===== src/hdl/ced_pkg.sv =====
// Shared types, character codes and helpers for the escape decoder.
package ced_pkg;

  localparam int QUEUE_DEPTH = 2;
  localparam int MAX_OUT = 4;

  localparam logic [7:0] CH_NL     = 8'h0A;
  localparam logic [7:0] CH_BSLASH = 8'h5C;
  localparam logic [7:0] CH_0      = 8'h30;
  localparam logic [7:0] CH_7      = 8'h37;
  localparam logic [7:0] CH_9      = 8'h39;
  localparam logic [7:0] CH_UC_A   = 8'h41;
  localparam logic [7:0] CH_UC_F   = 8'h46;
  localparam logic [7:0] CH_LC_A   = 8'h61;
  localparam logic [7:0] CH_LC_F   = 8'h66;
  localparam logic [7:0] CH_LC_B   = 8'h62;
  localparam logic [7:0] CH_LC_FF  = 8'h66;
  localparam logic [7:0] CH_LC_N   = 8'h6E;
  localparam logic [7:0] CH_LC_R   = 8'h72;
  localparam logic [7:0] CH_LC_T   = 8'h74;
  localparam logic [7:0] CH_LC_V   = 8'h76;
  localparam logic [7:0] CH_LC_O   = 8'h6F;
  localparam logic [7:0] CH_UC_O   = 8'h4F;
  localparam logic [7:0] CH_LC_X   = 8'h78;
  localparam logic [7:0] CH_UC_X   = 8'h58;

  localparam logic [7:0] CODE_BS  = 8'h08;
  localparam logic [7:0] CODE_FF  = 8'h0C;
  localparam logic [7:0] CODE_LF  = 8'h0A;
  localparam logic [7:0] CODE_CR  = 8'h0D;
  localparam logic [7:0] CODE_TAB = 8'h09;
  localparam logic [7:0] CODE_VT  = 8'h0B;

  typedef struct packed {
    logic [7:0] in_byte;
    logic       in_last;
  } in_word_t;

  typedef struct packed {
    logic [7:0] out_byte;
    logic       empty_flag;
    logic       out_last;
  } out_word_t;

  typedef struct packed {
    logic [MAX_OUT-1:0][7:0] bytes;
    logic [1:0]              last_idx;
    logic                    last;
    logic                    empty;
  } bundle_t;

  function automatic logic [4:0] hex_decode(input logic [7:0] c);
    if (c >= CH_0 && c <= CH_9) begin
      return {1'b1, c[3:0]};
    end else if ((c >= CH_UC_A && c <= CH_UC_F) || (c >= CH_LC_A && c <= CH_LC_F)) begin
      return {1'b1, c[3:0] + 4'd9};
    end else begin
      return 5'b0;
    end
  endfunction

endpackage


===== src/hdl/ced_stream_if.sv =====
// Valid/ready stream interface carrying one word of a given payload type.
interface ced_stream_if #(parameter type payload_t = logic) ();
  logic     valid;
  logic     ready;
  payload_t payload;

  modport source (output valid, output payload, input ready);
  modport sink (input valid, input payload, output ready);
endinterface


===== src/hdl/ced_front.sv =====
// Front end: accepts input words, tracks escape state and builds result bundles.
module ced_front (
  input  logic            clk,
  input  logic            rst,
  ced_stream_if.sink      in_ch,
  input  logic            full,
  output logic            push,
  output ced_pkg::bundle_t push_data
);
  import ced_pkg::*;

  typedef enum logic [2:0] {
    MODE_IDLE, MODE_ESC, MODE_OPFX, MODE_OCT1, MODE_OCT2, MODE_HEX0, MODE_HEX1
  } mode_t;

  mode_t      mode, mode_next;
  logic [7:0] letter, letter_next;
  logic [7:0] held, held_next;
  logic [7:0] oct, oct_next;

  logic [7:0]              c;
  logic                    is_dec;
  logic [4:0]              hx;
  logic [4:0]              held_hex;
  logic [7:0]              oct_sum;
  logic [MAX_OUT-1:0][7:0] bytes;
  logic [2:0]              n;
  logic                    plain;
  logic [1:0]              ppos;
  logic                    accept;

  assign c        = in_ch.payload.in_byte;
  assign is_dec   = (c >= CH_0) && (c <= CH_9);
  assign hx       = hex_decode(c);
  assign held_hex = hex_decode(held);
  assign oct_sum  = {oct[4:0], 3'b000} + {4'b0000, c[3:0]};
  assign in_ch.ready = !full;
  assign accept   = in_ch.valid && in_ch.ready;

  always_comb begin
    mode_next   = mode;
    letter_next = letter;
    held_next   = held;
    oct_next    = oct;
    bytes       = '0;
    n           = 3'd0;
    plain       = 1'b0;
    ppos        = 2'd0;
    unique case (mode)
      MODE_ESC: begin
        mode_next = MODE_IDLE;
        unique case (c) inside
          CH_NL: begin
            n = 3'd0;
          end
          CH_LC_B: begin
            bytes[0] = CODE_BS;
            n = 3'd1;
          end
          CH_LC_FF: begin
            bytes[0] = CODE_FF;
            n = 3'd1;
          end
          CH_LC_N: begin
            bytes[0] = CODE_LF;
            n = 3'd1;
          end
          CH_LC_R: begin
            bytes[0] = CODE_CR;
            n = 3'd1;
          end
          CH_LC_T: begin
            bytes[0] = CODE_TAB;
            n = 3'd1;
          end
          CH_LC_V: begin
            bytes[0] = CODE_VT;
            n = 3'd1;
          end
          CH_LC_O, CH_UC_O: begin
            letter_next = c;
            mode_next = MODE_OPFX;
          end
          CH_LC_X, CH_UC_X: begin
            letter_next = c;
            mode_next = MODE_HEX0;
          end
          [CH_0:CH_7]: begin
            oct_next = {5'b00000, c[2:0]};
            mode_next = MODE_OCT1;
          end
          default: begin
            bytes[0] = c;
            n = 3'd1;
          end
        endcase
      end
      MODE_OPFX: begin
        if (is_dec) begin
          oct_next = {4'b0000, c[3:0]};
          mode_next = MODE_OCT1;
        end else begin
          bytes[0] = CH_BSLASH;
          bytes[1] = letter;
          plain = 1'b1;
          ppos = 2'd2;
        end
      end
      MODE_OCT1, MODE_OCT2: begin
        if (is_dec) begin
          oct_next = oct_sum;
          if (mode == MODE_OCT1) begin
            mode_next = MODE_OCT2;
          end else begin
            bytes[0] = oct_sum;
            n = 3'd1;
            mode_next = MODE_IDLE;
          end
        end else begin
          bytes[0] = oct;
          plain = 1'b1;
          ppos = 2'd1;
        end
      end
      MODE_HEX0: begin
        if (hx[4]) begin
          held_next = c;
          mode_next = MODE_HEX1;
        end else begin
          bytes[0] = CH_BSLASH;
          bytes[1] = letter;
          plain = 1'b1;
          ppos = 2'd2;
        end
      end
      MODE_HEX1: begin
        if (hx[4]) begin
          bytes[0] = {held_hex[3:0], hx[3:0]};
          n = 3'd1;
          mode_next = MODE_IDLE;
        end else begin
          bytes[0] = CH_BSLASH;
          bytes[1] = letter;
          bytes[2] = held;
          plain = 1'b1;
          ppos = 2'd3;
        end
      end
      default: begin
        plain = 1'b1;
        ppos = 2'd0;
      end
    endcase

    if (plain) begin
      if (c == CH_BSLASH) begin
        mode_next = MODE_ESC;
        n = {1'b0, ppos};
      end else begin
        mode_next = MODE_IDLE;
        bytes[ppos] = c;
        n = {1'b0, ppos} + 3'd1;
      end
    end

    if (in_ch.payload.in_last) begin
      unique case (mode_next) inside
        MODE_ESC: begin
          bytes[n[1:0]] = CH_BSLASH;
          n = n + 3'd1;
        end
        MODE_OPFX, MODE_HEX0: begin
          bytes[0] = CH_BSLASH;
          bytes[1] = letter_next;
          n = 3'd2;
        end
        MODE_HEX1: begin
          bytes[0] = CH_BSLASH;
          bytes[1] = letter_next;
          bytes[2] = held_next;
          n = 3'd3;
        end
        MODE_OCT1, MODE_OCT2: begin
          bytes[0] = oct_next;
          n = 3'd1;
        end
        default: begin
          n = n;
        end
      endcase
      mode_next = MODE_IDLE;
    end
  end

  assign push               = accept && ((n != 3'd0) || in_ch.payload.in_last);
  assign push_data.bytes    = bytes;
  assign push_data.last_idx = (n == 3'd0) ? 2'd0 : 2'(n - 3'd1);
  assign push_data.last     = in_ch.payload.in_last;
  assign push_data.empty    = (n == 3'd0);

  always_ff @(posedge clk) begin
    if (rst) begin
      mode   <= MODE_IDLE;
      letter <= '0;
      held   <= '0;
      oct    <= '0;
    end else if (accept) begin
      mode   <= mode_next;
      letter <= letter_next;
      held   <= held_next;
      oct    <= oct_next;
    end
  end

endmodule


===== src/hdl/ced_queue.sv =====
// Small register queue of result bundles between front and back end.
module ced_queue #(
  parameter int Depth = ced_pkg::QUEUE_DEPTH
) (
  input  logic             clk,
  input  logic             rst,
  input  logic             push,
  input  ced_pkg::bundle_t push_data,
  output logic             full,
  input  logic             pop,
  output logic             avail,
  output ced_pkg::bundle_t pop_data
);
  import ced_pkg::*;

  localparam int PtrW = (Depth > 1) ? $clog2(Depth) : 1;
  localparam int CntW = $clog2(Depth + 1);

  bundle_t             store [Depth];
  logic [PtrW-1:0]     wr_ptr;
  logic [PtrW-1:0]     rd_ptr;
  logic [CntW-1:0]     count;

  assign full     = (count == CntW'(Depth));
  assign avail    = (count != '0);
  assign pop_data = store[rd_ptr];

  always_ff @(posedge clk) begin
    if (push) begin
      store[wr_ptr] <= push_data;
    end
  end

  always_ff @(posedge clk) begin
    if (rst) begin
      wr_ptr <= '0;
      rd_ptr <= '0;
      count  <= '0;
    end else begin
      if (push) begin
        wr_ptr <= (wr_ptr == PtrW'(Depth - 1)) ? '0 : wr_ptr + 1'b1;
      end
      if (pop) begin
        rd_ptr <= (rd_ptr == PtrW'(Depth - 1)) ? '0 : rd_ptr + 1'b1;
      end
      if (push && !pop) begin
        count <= count + 1'b1;
      end else if (pop && !push) begin
        count <= count - 1'b1;
      end
    end
  end

endmodule


===== src/hdl/ced_back.sv =====
// Back end: holds one bundle and hands out its bytes one word per cycle while out_ch is ready.
module ced_back (
  input  logic             clk,
  input  logic             rst,
  input  logic             avail,
  input  ced_pkg::bundle_t pop_data,
  output logic             pop,
  ced_stream_if.source     out_ch
);
  import ced_pkg::*;

  bundle_t    cur;
  logic       cur_valid;
  logic [1:0] idx;
  logic       take;
  logic       at_end;

  assign at_end = (idx == cur.last_idx);
  assign take   = cur_valid && out_ch.ready;
  assign pop    = avail && (!cur_valid || (take && at_end));

  assign out_ch.valid              = cur_valid;
  assign out_ch.payload.out_byte   = cur.empty ? 8'h00 : cur.bytes[idx];
  assign out_ch.payload.empty_flag = cur.empty;
  assign out_ch.payload.out_last   = cur.last && at_end;

  always_ff @(posedge clk) begin
    if (pop) begin
      cur <= pop_data;
    end
  end

  always_ff @(posedge clk) begin
    if (rst) begin
      cur_valid <= 1'b0;
      idx       <= '0;
    end else if (pop) begin
      cur_valid <= 1'b1;
      idx       <= '0;
    end else if (take) begin
      if (at_end) begin
        cur_valid <= 1'b0;
        idx       <= '0;
      end else begin
        idx <= idx + 2'd1;
      end
    end
  end

endmodule


===== src/hdl/c_escape_byte_decoder.sv =====
// Result bundles are registered in the queue and then in the back end.
// Throughput: one input word per cycle while the queue has room; the output
// side gives one word per cycle while out_ch is ready; the queue of QueueDepth
// bundles holds results while the back end hands out earlier ones.
// Reset returns the decoder to idle with no escape pending and empties the queue.
module c_escape_byte_decoder #(
  parameter int QueueDepth = ced_pkg::QUEUE_DEPTH
) (
  input  logic          clk,
  input  logic          rst,
  ced_stream_if.sink    in_ch,
  ced_stream_if.source  out_ch
);
  import ced_pkg::*;

  logic    push;
  logic    full;
  logic    pop;
  logic    avail;
  bundle_t push_data;
  bundle_t pop_data;

  ced_front u_front (
    .clk       (clk),
    .rst       (rst),
    .in_ch     (in_ch),
    .full      (full),
    .push      (push),
    .push_data (push_data)
  );

  ced_queue #(.Depth(QueueDepth)) u_queue (
    .clk       (clk),
    .rst       (rst),
    .push      (push),
    .push_data (push_data),
    .full      (full),
    .pop       (pop),
    .avail     (avail),
    .pop_data  (pop_data)
  );

  ced_back u_back (
    .clk      (clk),
    .rst      (rst),
    .avail    (avail),
    .pop_data (pop_data),
    .pop      (pop),
    .out_ch   (out_ch)
  );

endmodule


===== src/flat_wrapper.sv =====
// flat-port wrapper written by rule: the top's interface ports become plain ports
module c_escape_byte_decoder_flat import ced_pkg::*;
#(
  parameter int QueueDepth = ced_pkg::QUEUE_DEPTH
)
  (clk, rst, in_ch_valid, in_ch_payload, in_ch_ready, out_ch_valid, out_ch_payload, out_ch_ready);
  ced_stream_if #(.payload_t(in_word_t)) in_ch_i ();
  ced_stream_if #(.payload_t(out_word_t)) out_ch_i ();
  input  logic clk;
  input  logic rst;
  input wire logic [$bits(in_ch_i.valid)-1:0] in_ch_valid;
  input wire logic [$bits(in_ch_i.payload)-1:0] in_ch_payload;
  output wire logic [$bits(in_ch_i.ready)-1:0] in_ch_ready;
  output wire logic [$bits(out_ch_i.valid)-1:0] out_ch_valid;
  output wire logic [$bits(out_ch_i.payload)-1:0] out_ch_payload;
  input wire logic [$bits(out_ch_i.ready)-1:0] out_ch_ready;
  assign in_ch_i.valid = in_ch_valid;
  assign in_ch_i.payload = in_ch_payload;
  assign in_ch_ready = in_ch_i.ready;
  assign out_ch_valid = out_ch_i.valid;
  assign out_ch_payload = out_ch_i.payload;
  assign out_ch_i.ready = out_ch_ready;
  c_escape_byte_decoder #(.QueueDepth(QueueDepth)) u_core (.clk(clk), .rst(rst), .in_ch(in_ch_i), .out_ch(out_ch_i));
endmodule

===== config.mk =====
export PLATFORM = sky130hd
export DESIGN_NAME = c_escape_byte_decoder_flat
export DESIGN_NICKNAME = d
export VERILOG_FILES = /design/src/hdl/ced_pkg.sv /design/src/hdl/ced_stream_if.sv /design/src/hdl/ced_front.sv /design/src/hdl/ced_queue.sv /design/src/hdl/ced_back.sv /design/src/hdl/c_escape_byte_decoder.sv /design/src/flat_wrapper.sv
export SDC_FILE = /design/constraint.sdc
export NUM_CORES = 1
export LEC_CHECK = 0
export CORE_ASPECT_RATIO = 0.9
export CORE_UTILIZATION = 50
export CTS_BUF_LIST = sky130_fd_sc_hd__clkbuf_8
export DETAILED_ROUTE_END_ITERATION = 10
export DONT_BUFFER_PORTS = 1
export GPL_ROUTABILITY_DRIVEN = 1
export PLACE_DENSITY = 0.7
export SLEW_MARGIN = 20
export SYNTH_ARGS = -nofsm -noshare
export SYNTH_HDL_FRONTEND = slang
export SYNTH_SLANG_ARGS = --single-unit

===== constraint.sdc =====
create_clock -name clk -period 7.8 [get_ports clk]
set_clock_uncertainty 0.2 [all_clocks]
set_input_delay 1.56 -clock clk [delete_from_list [all_inputs] [get_ports clk]]
set_output_delay 1.56 -clock clk [all_outputs]
set_load 0.02 [all_outputs]

==> impl_results.md, run 1 <==
- Combinational share of power: 18.6%
- Leading cell type in the layout, fill and taps excluded: edfxtp_1
- XOR/XNOR Fraction of Synth Area: 1.73%
- Row Count: 42
- WL/cell: 22.2 um
- Number of nets in the layout: 696
- Max stage delay cell, worst path: o21ai_2
- Total CTS buffers: 17
- Cell chain of the critical path: inv_1 > ha_1 > o21ba_2 > o21ai_2 > o21ai_0 > or2_2 > inv_1 > ha_1 > nand2_1 > a21oi_1 > inv_1 > ha_1 > and4_1 > or3_1 > and3b_1
- Maximum buffer depth of the clock tree: 2
- Number of enable-type register cells in the synthesized netlist: 108
- Maximum operating frequency: 182 MHz
- Chip Height: 119 um
- Share of flip-flops with an asynchronous set or reset after synthesis: 0%
- Count of H-tree levels built during CTS: 4
- Adder-cell share of the synthesized area: 2.97%
- Port-buffer cells: 0
- Mapped Cells: 681
- Cell area after synthesis: 7580 um^2
- Routability congestion estimate: 0.963
- Placed wire-length estimate after detailed placement: 14,000 um
- Proportion of power drawn by flip-flops and latches: 50.8%
- Element type at the critical path start: input port
- Number of antenna violations at the first check in global routing: 0
- Internal Dissipation: 1590 uW
- Measured slew at the worst slew-check pin: 1.04 ns
- Met2 track demand over resource in global routing: 40.4%
- Antenna-violating nets left: 0
- Share of synthesized area spent on multiplexers: 9.31%
- Class of the most critical setup path: in2reg
- Power density relative to cell area: 269 nW/um^2
- Total number of vias: 5,573
- Worst path max stage delay: 0.64 ns
- Final Hold Viols: 0
- Hold buffer count at CTS: 0
- Compound-cell area share of the yosys netlist: 15.1%
- Clock network fraction of total power: 30.5%
- Switch Pwr: 601 uW
- Combinational family with the most area after synthesis: simple AND/OR/NAND/NOR gates
- Cell chosen for the clock root: clkbuf_8
- Drt initial violations: 520
- Final wirelength: 19,500 um
- Most used DFF post-synth: edfxtp_1
- RSZ-0062 raised after global routing: false
- Routed vias/inst: 6.36
- Worst reg2reg setup slack: 3.19 ns
- Final count of negative-setup-slack endpoints: 0
- Core area: 14,800 um^2
- Die Area: 15,700 um^2
- Proportion of layout cells with a drive suffix above 1: 15.2%
- Source of the worst register-to-register timing path: u_core.u_front.mode[2]
- Number of detailed-routing iterations run before antenna repair: 5
- Data arrival time at the worst-slack endpoint: 5.49 ns
- TritonCTS Sinks: 142
- Max-cap violations: 0
- Hold path cells: 2
- # placed instances: 844
- Largest net degree at the start of global routing: 41
- GRT Resource Usage Total: 25.9%
- Global-route track usage on met3: 6.39%
- Global routing met1 resource utilization: 34.5%
- Largest fanout on the critical path: 16
- Net count of the mapped netlist: 712
- Flop and latch count out of synthesis: 142
- Effective utilization at floorplan: 51.3%
- Area growth from synthesis to final layout: 7.61%
- Resized cells post-CTS: 0
- Max_slew headroom: 30.2%
- Global-route layer with the greatest usage: met2
- Cell count of the worst reg-to-reg path: 12
- Final clock period utilization by the worst path: 70.3%
- Switching part of the total power: 27.5%
- Clock transition at path regs: 0.08 ns
- Number of remaining DRC errors: 0
- Number of setup buffers added after CTS: 0
- Post-layout instance count excluding filler cells: 876
- Type of destination of the critical path: flip-flop
- Count of cell types in the netlist: 85
- Sequential cell area fraction in the yosys report: 51.8%
- Maximum VDD drop: 0.192 mV
- Shortest clock period the worst path allows after layout: 5.49 ns
- Num ports: 25
- Hold worst-path end: u_core.u_front.letter[2]
- CTS tree: done
- Wire length of the first global-routing pass: 30,300 um
- Die span in x: 132 um
- Synthesized area divided by synthesized cell count: 11.1 um^2
- Reg-to-reg endpoint: u_core.u_queue.store[0][0]
- Worst-Skew Late Latency: 0.45 ns
- Count of pins over their slew limit: 0
- Data required, critical path: 7.80 ns
- Commonest cells after routing, fill and taps aside: edfxtp_1 (108), nor2_1 (65), nand2_1 (49)
- Path type of the worst min-delay path: reg2reg
- Hold path start: u_core.u_front.letter[2]
- Synth Warn #: 0
- Leakage component of the power: 0.00283 uW
- Final total negative setup slack: 0 ns
- Global route overflow: 0
- Count of inserted antenna diode cells: 0
- Outcome: finished clean
- Post-Synth Simple-Gate Area: 15.9%
- Via count of the first global-routing pass: 5,344
## routing by layer
| layer | vias up | wire [um] | part of all wire, % |
|---|---|---|---|
| met3 | 42 | 1210 | 6.2 |
| met1 | 2742 | 8710 | 45 |
| met2 | 238 | 9000 | 46 |
| li1 | 2551 | - | - |
| met5 | - | 0 | 0 |
| met4 | 0 | 556 | 2.9 |
## worst max-delay path: cells and delay by family
family	cells	cell delay, ns
compound gates	4	1.67
simple gates	5	1.21
fa+ha+maj	3	0.73
buf+inv	3	0.30
## power groups by stage
stage / Clock (uW) / Sequential (uW) / Combinational [uW]
2_1_floorplan: 0 / 1090 / 361
3_3_place_gp: 0 / 1130 / 404
3_5_place_dp: 0 / 1130 / 411
4_1_cts: 676 / 1120 / 415
5_1_grt: 711 / 1130 / 444
6_report: 669 / 1110 / 408
## state kept, by name (all words and copies together) (netlist names)
register and flops:
u_core.u_queue.rd_ptr 1, u_core.u_back.out_ch.payload 1, u_core.u_queue.count 2, u_core.u_front.mode 3
u_core.u_queue.wr_ptr 1, u_core.u_front.oct 8, u_core.u_front.held 8, u_core.u_queue.store 72
u_core.u_back.cur 35, u_core.u_back.idx 2, u_core.u_front.letter 8, u_core.u_back.out_ch.valid 1
## cells in the mapped netlist (3+ instances only)
master,instances,area (um^2)
nor3_2,3,30.0
dfxtp_1,34,681
clkbuf_1,27,101
o22ai_1,7,43.8
nor2b_1,13,81.3
mux2_2,36,405
nor3b_1,8,60.1
mux2i_1,12,120
o21ai_0,35,175
a31oi_1,6,37.5
or3_1,8,50.1
xnor2_1,9,78.8
ha_1,18,225
mux4_2,8,180
a211oi_1,6,45.0
nor2_1,67,251
o2111ai_1,6,52.6
xor2_1,6,52.6
a22oi_1,14,105
o2bb2ai_1,5,43.8
nor3_1,11,55.1
nand3_1,28,140
a21o_1,8,60.1
edfxtp_1,108,3240
nand2_1,49,184
inv_1,16,60.1
and3_1,11,68.8
buf_6,3,33.8
nand4_1,5,31.3
and2_1,4,25.0
a21oi_1,29,145
nand2b_1,3,18.8
o211ai_1,5,37.5
a22o_1,3,26.3
a32oi_1,6,52.6
buf_2,5,25.0
## how the worst max path moves through the flow
stage                          start                          end  slack, ns
finish              in_ch_payload[1]   u_core.u_queue.store[0][0]       2.31
floorplan           in_ch_payload[2]   u_core.u_queue.store[0][0]       1.41
global route        in_ch_payload[1]  u_core.u_queue.store[1][16]       2.08
CTS                 in_ch_payload[1]   u_core.u_queue.store[0][9]       2.40
global placement    in_ch_payload[1]   u_core.u_queue.store[0][0]       1.98
detailed placement  in_ch_payload[1]   u_core.u_queue.store[0][0]       1.91
## area by class of cell
type	count	area [um^2]
fill	1272	6610
sequential	142	3920
multi-input combinational	482	3430
tap	198	248
clock buffer	17	234
clock inverter	15	219
inverter	18	67.6
timing repair buffer	4	30.0
## cells by family after synthesis
group                      Yosys count
AOI/OAI and AO/OA                  161
xor gates and xnor gates            15
adders and majority gates           18
buffers and inverters               57
DFF                                142
muxes                               56
and+or+nand+nor                    232
## per-stage QoR
step	hold WS (ns)	util [%]	power, uW	instance area, um^2	setup slack [ns]
final	0.296	55.2	2190	8160	2.31
after detailed placement	0.277	52.2	1550	7700	1.91
after global routing	0.312	55.2	2290	8160	2.08
after CTS	0.293	55.2	2210	8160	2.40
after floorplan	0.264	-	1450	7580	1.41
after global placement	0.269	52.2	1530	7700	1.98
(Power assumes the default switching activity.)
==> run 2: changes to the inputs <==
ABC_AREA = 1   (was default)
PLACE_DENSITY = 0.73   (was 0.7)
clock period = 4.9 ns   (was 7.8 ns; I/O delays follow)
==> impl_results.md, run 2 <==
- Path type of the worst min-delay path: reg2reg
- Via count of the first global-routing pass: 5,848
- Max stage delay cell, worst path: or3_4
- Registers with the highest flip-flop counts: u_core.u_queue.store (72), u_core.u_back.cur (35)
- Mapped Cells: 931
- Multi-input logic area: 3510 um^2
- Leakage component of the power: 0.00353 uW
- Flip-flop count of the largest register, all copies and words added: 72
- Die span in x: 135 um
- Data arrival time at the worst-slack endpoint: 4.52 ns
- Shortest clock period the worst path allows after layout: 4.40 ns
- Max-cap violations: 0
- Final hold slack: 0.269 ns
- TritonCTS Sinks: 142
- Measured slew at the worst slew-check pin: 0.766 ns
- Worst path max stage delay: 0.41 ns
- Most used DFF post-synth: edfxtp_1
- Cell count of the worst reg-to-reg path: 23
- Total number of vias: 6,416
- Area growth from synthesis to final layout: 8.83%
- Count of pins over their slew limit: 0
- Top cells by area, synth: edfxtp_1 (41%), nand2_1 (11%), dfxtp_1 (8.6%)
- Total CTS buffers: 17
- Element type at the critical path start: input port
- Source of the worst register-to-register timing path: u_core.u_front.mode[1]
- Max_slew headroom: 48.8%
- Maximum VDD drop: 0.291 mV
- CP endpoint: u_core.u_queue.count[1]
- Row Count: 43
- Cell chosen for the clock root: clkbuf_8
- Final count of negative-setup-slack endpoints: 0
- Leading cell type in the layout, fill and taps excluded: nand2_1
- RSZ-0062 raised after global routing: false
- Storage cell area: 3920 um^2
- Filler instances: 1,395
- Class of the most critical setup path: in2reg
- Chip Height: 122 um
- Placed wire-length estimate after detailed placement: 14,900 um
- Share of flip-flops with an asynchronous set or reset after synthesis: 0%
- Final Hold Viols: 0
- Routed vias/inst: 5.58
- Drt initial violations: 489
- Effective utilization at floorplan: 51.4%
- Worst-Skew Late Latency: 0.44 ns
- Proportion of layout cells with a drive suffix above 1: 12.2%
- Number of buffers and inverters on the critical path: 4
- Maximum buffer depth of the clock tree: 2
- Final wirelength: 20,100 um
- Commonest cells after routing, fill and taps aside: nand2_1 (226), edfxtp_1 (108), o21ai_0 (105)
- CTS tree: done
- Antenna-violating nets left: 0
- Path length in cells of the critical path: 26
- Sequential cell area fraction in the yosys report: 49.4%
- Cell area after synthesis: 7940 um^2
- Fraction of post-synthesis cell area in the top cell type by area: 40.9%
- Largest fanout on the critical path: 10
- WL/cell: 17.5 um
- Synthesized area divided by synthesized cell count: 8.52 um^2
- Register name with the most flops: u_core.u_queue.store
- Most common cell in the synthesized netlist: nand2_1
- Number of remaining DRC errors: 0
- Count of inserted antenna diode cells: 0
- Number of enable-type register cells in the synthesized netlist: 108
- Routability congestion estimate: 0.971
- Port-buffer cells: 0
- Final total negative setup slack: 0 ns
- Count of H-tree levels built during CTS: 4
- Worst reg2reg setup slack: 0.95 ns
- Cell family with the largest share of critical-path delay: simple AND/OR/NAND/NOR gates
- Global route overflow: 0
- Leading post-synthesis cells by instance count: nand2_1 (226), edfxtp_1 (108), o21ai_0 (105)
- Synth Warn #: 0
- Core area: 15,400 um^2
- Final clock period utilization by the worst path: 89.7%
- Clock transition at path regs: 0.08 ns
- Net count of the mapped netlist: 962
- Flop and latch count out of synthesis: 142
- Power density relative to cell area: 428 nW/um^2
- Reg-to-reg endpoint: u_core.u_queue.count[1]
- Type of destination of the critical path: flip-flop
- Num ports: 25
- Number of nets in the layout: 966
- GRT Resource Usage Total: 26.0%
- Hold buffer count at CTS: 0
- Die Area: 16,400 um^2
- Maximum operating frequency: 227 MHz
- Number of detailed-routing iterations run before antenna repair: 8
- Timing startpoint of the critical path: in_ch_payload[1]
- Wire length of the first global-routing pass: 31,500 um
- Count of cell types in the netlist: 55
- Number of setup buffers added after CTS: 0
- Outcome: finished clean
- Resized cells post-CTS: 0
- Most area-hungry cell type in the Yosys netlist: edfxtp_1
- Largest net degree at the start of global routing: 39
- Number of antenna violations at the first check in global routing: 1
- Data required, critical path: 5.03 ns
==> run 2: changes by cell type after synthesis, moves of 11 or more <==
cell      before  now
mux2_2        36    0
inv_1         16   77
a21oi_1       29   50
nand2_4        0   13
o211ai_1       5   16
a22oi_1       14    0
nor2_1        67  100
nor2b_1       13    0
inv_2          2   14
o21ai_0       35  105
mux2i_1       12    0
nand2_1       49  226
==> run 2: cell families (layout without fill, tap and decap cells) <==
group | count (synthesis) | after routing | share of synthesized area (%)
buffers and inverters | 129 | 146 | 6.46
AOI/OAI and AO/OA | 212 | 212 | 15.2
adders and majority gates | 18 | 18 | 2.84
xor gates and xnor gates | 8 | 8 | 0.883
DFF | 142 | 142 | 49.4
and+or+nand+nor | 422 | 422 | 25.1
==> run 2: worst min path at each step <==
stage,startpoint,endpoint,slack [ns],depth (start not counted)
5_1_grt,u_core.u_front.letter[7],u_core.u_front.letter[7],0.30,2
3_3_place_gp,u_core.u_front.letter[7],u_core.u_front.letter[7],0.26,2
4_1_cts,u_core.u_front.letter[7],u_core.u_front.letter[7],0.27,2
2_1_floorplan,u_core.u_front.letter[7],u_core.u_front.letter[7],0.24,2
3_5_place_dp,u_core.u_front.letter[7],u_core.u_front.letter[7],0.25,2
6_report,u_core.u_front.letter[7],u_core.u_front.letter[7],0.27,2
==> run 2: where the power goes <==
part	internal, uW	switching [uW]	total (uW)
combinational	235	638	873
clock	555	453	1010
sequential	1690	125	1810
==> run 2: final cells by class <==
| cell class | count | area share, % |
|---|---|---|
| clock buffers | 17 | 2.71 |
| clock inverters | 15 | 2.27 |
| inverters | 97 | 4.29 |
| multi-input cells | 660 | 40.6 |
| flip-flops and latches | 142 | 45.4 |
| well taps | 202 | 2.93 |
| repair buffers | 17 | 1.77 |
==> run 2: routing by layer <==
layer | GRT usage, % | up-vias | share of wire [%]
li1 | - | 3169 | -
met4 | 10.7 | 2 | 2.9
met3 | 5.26 | 44 | 6.1
met2 | 41.3 | 254 | 46
met1 | 34.8 | 2947 | 45
met5 | 0 | - | 0.065
==> run 2: tightest hold or removal path, cell delays in order (launching register included) <==
cell and delay, ns:
dfxtp_1 0.30, inv_1 0.08, a211oi_1 0.05
==> run 2: metrics by stage <==
step	area, um^2	power, uW	util, %	worst slack [ns]	cells
after floorplan	7940	2480	-	0.111	931
after detailed placement	8210	2710	53.1	0.0934	1118
after global routing	8640	3900	55.9	0.132	1150
final	8640	3700	55.9	0.503	1150
after global placement	8210	2700	53.1	0.185	1118
after CTS	8640	3720	55.9	0.569	1150
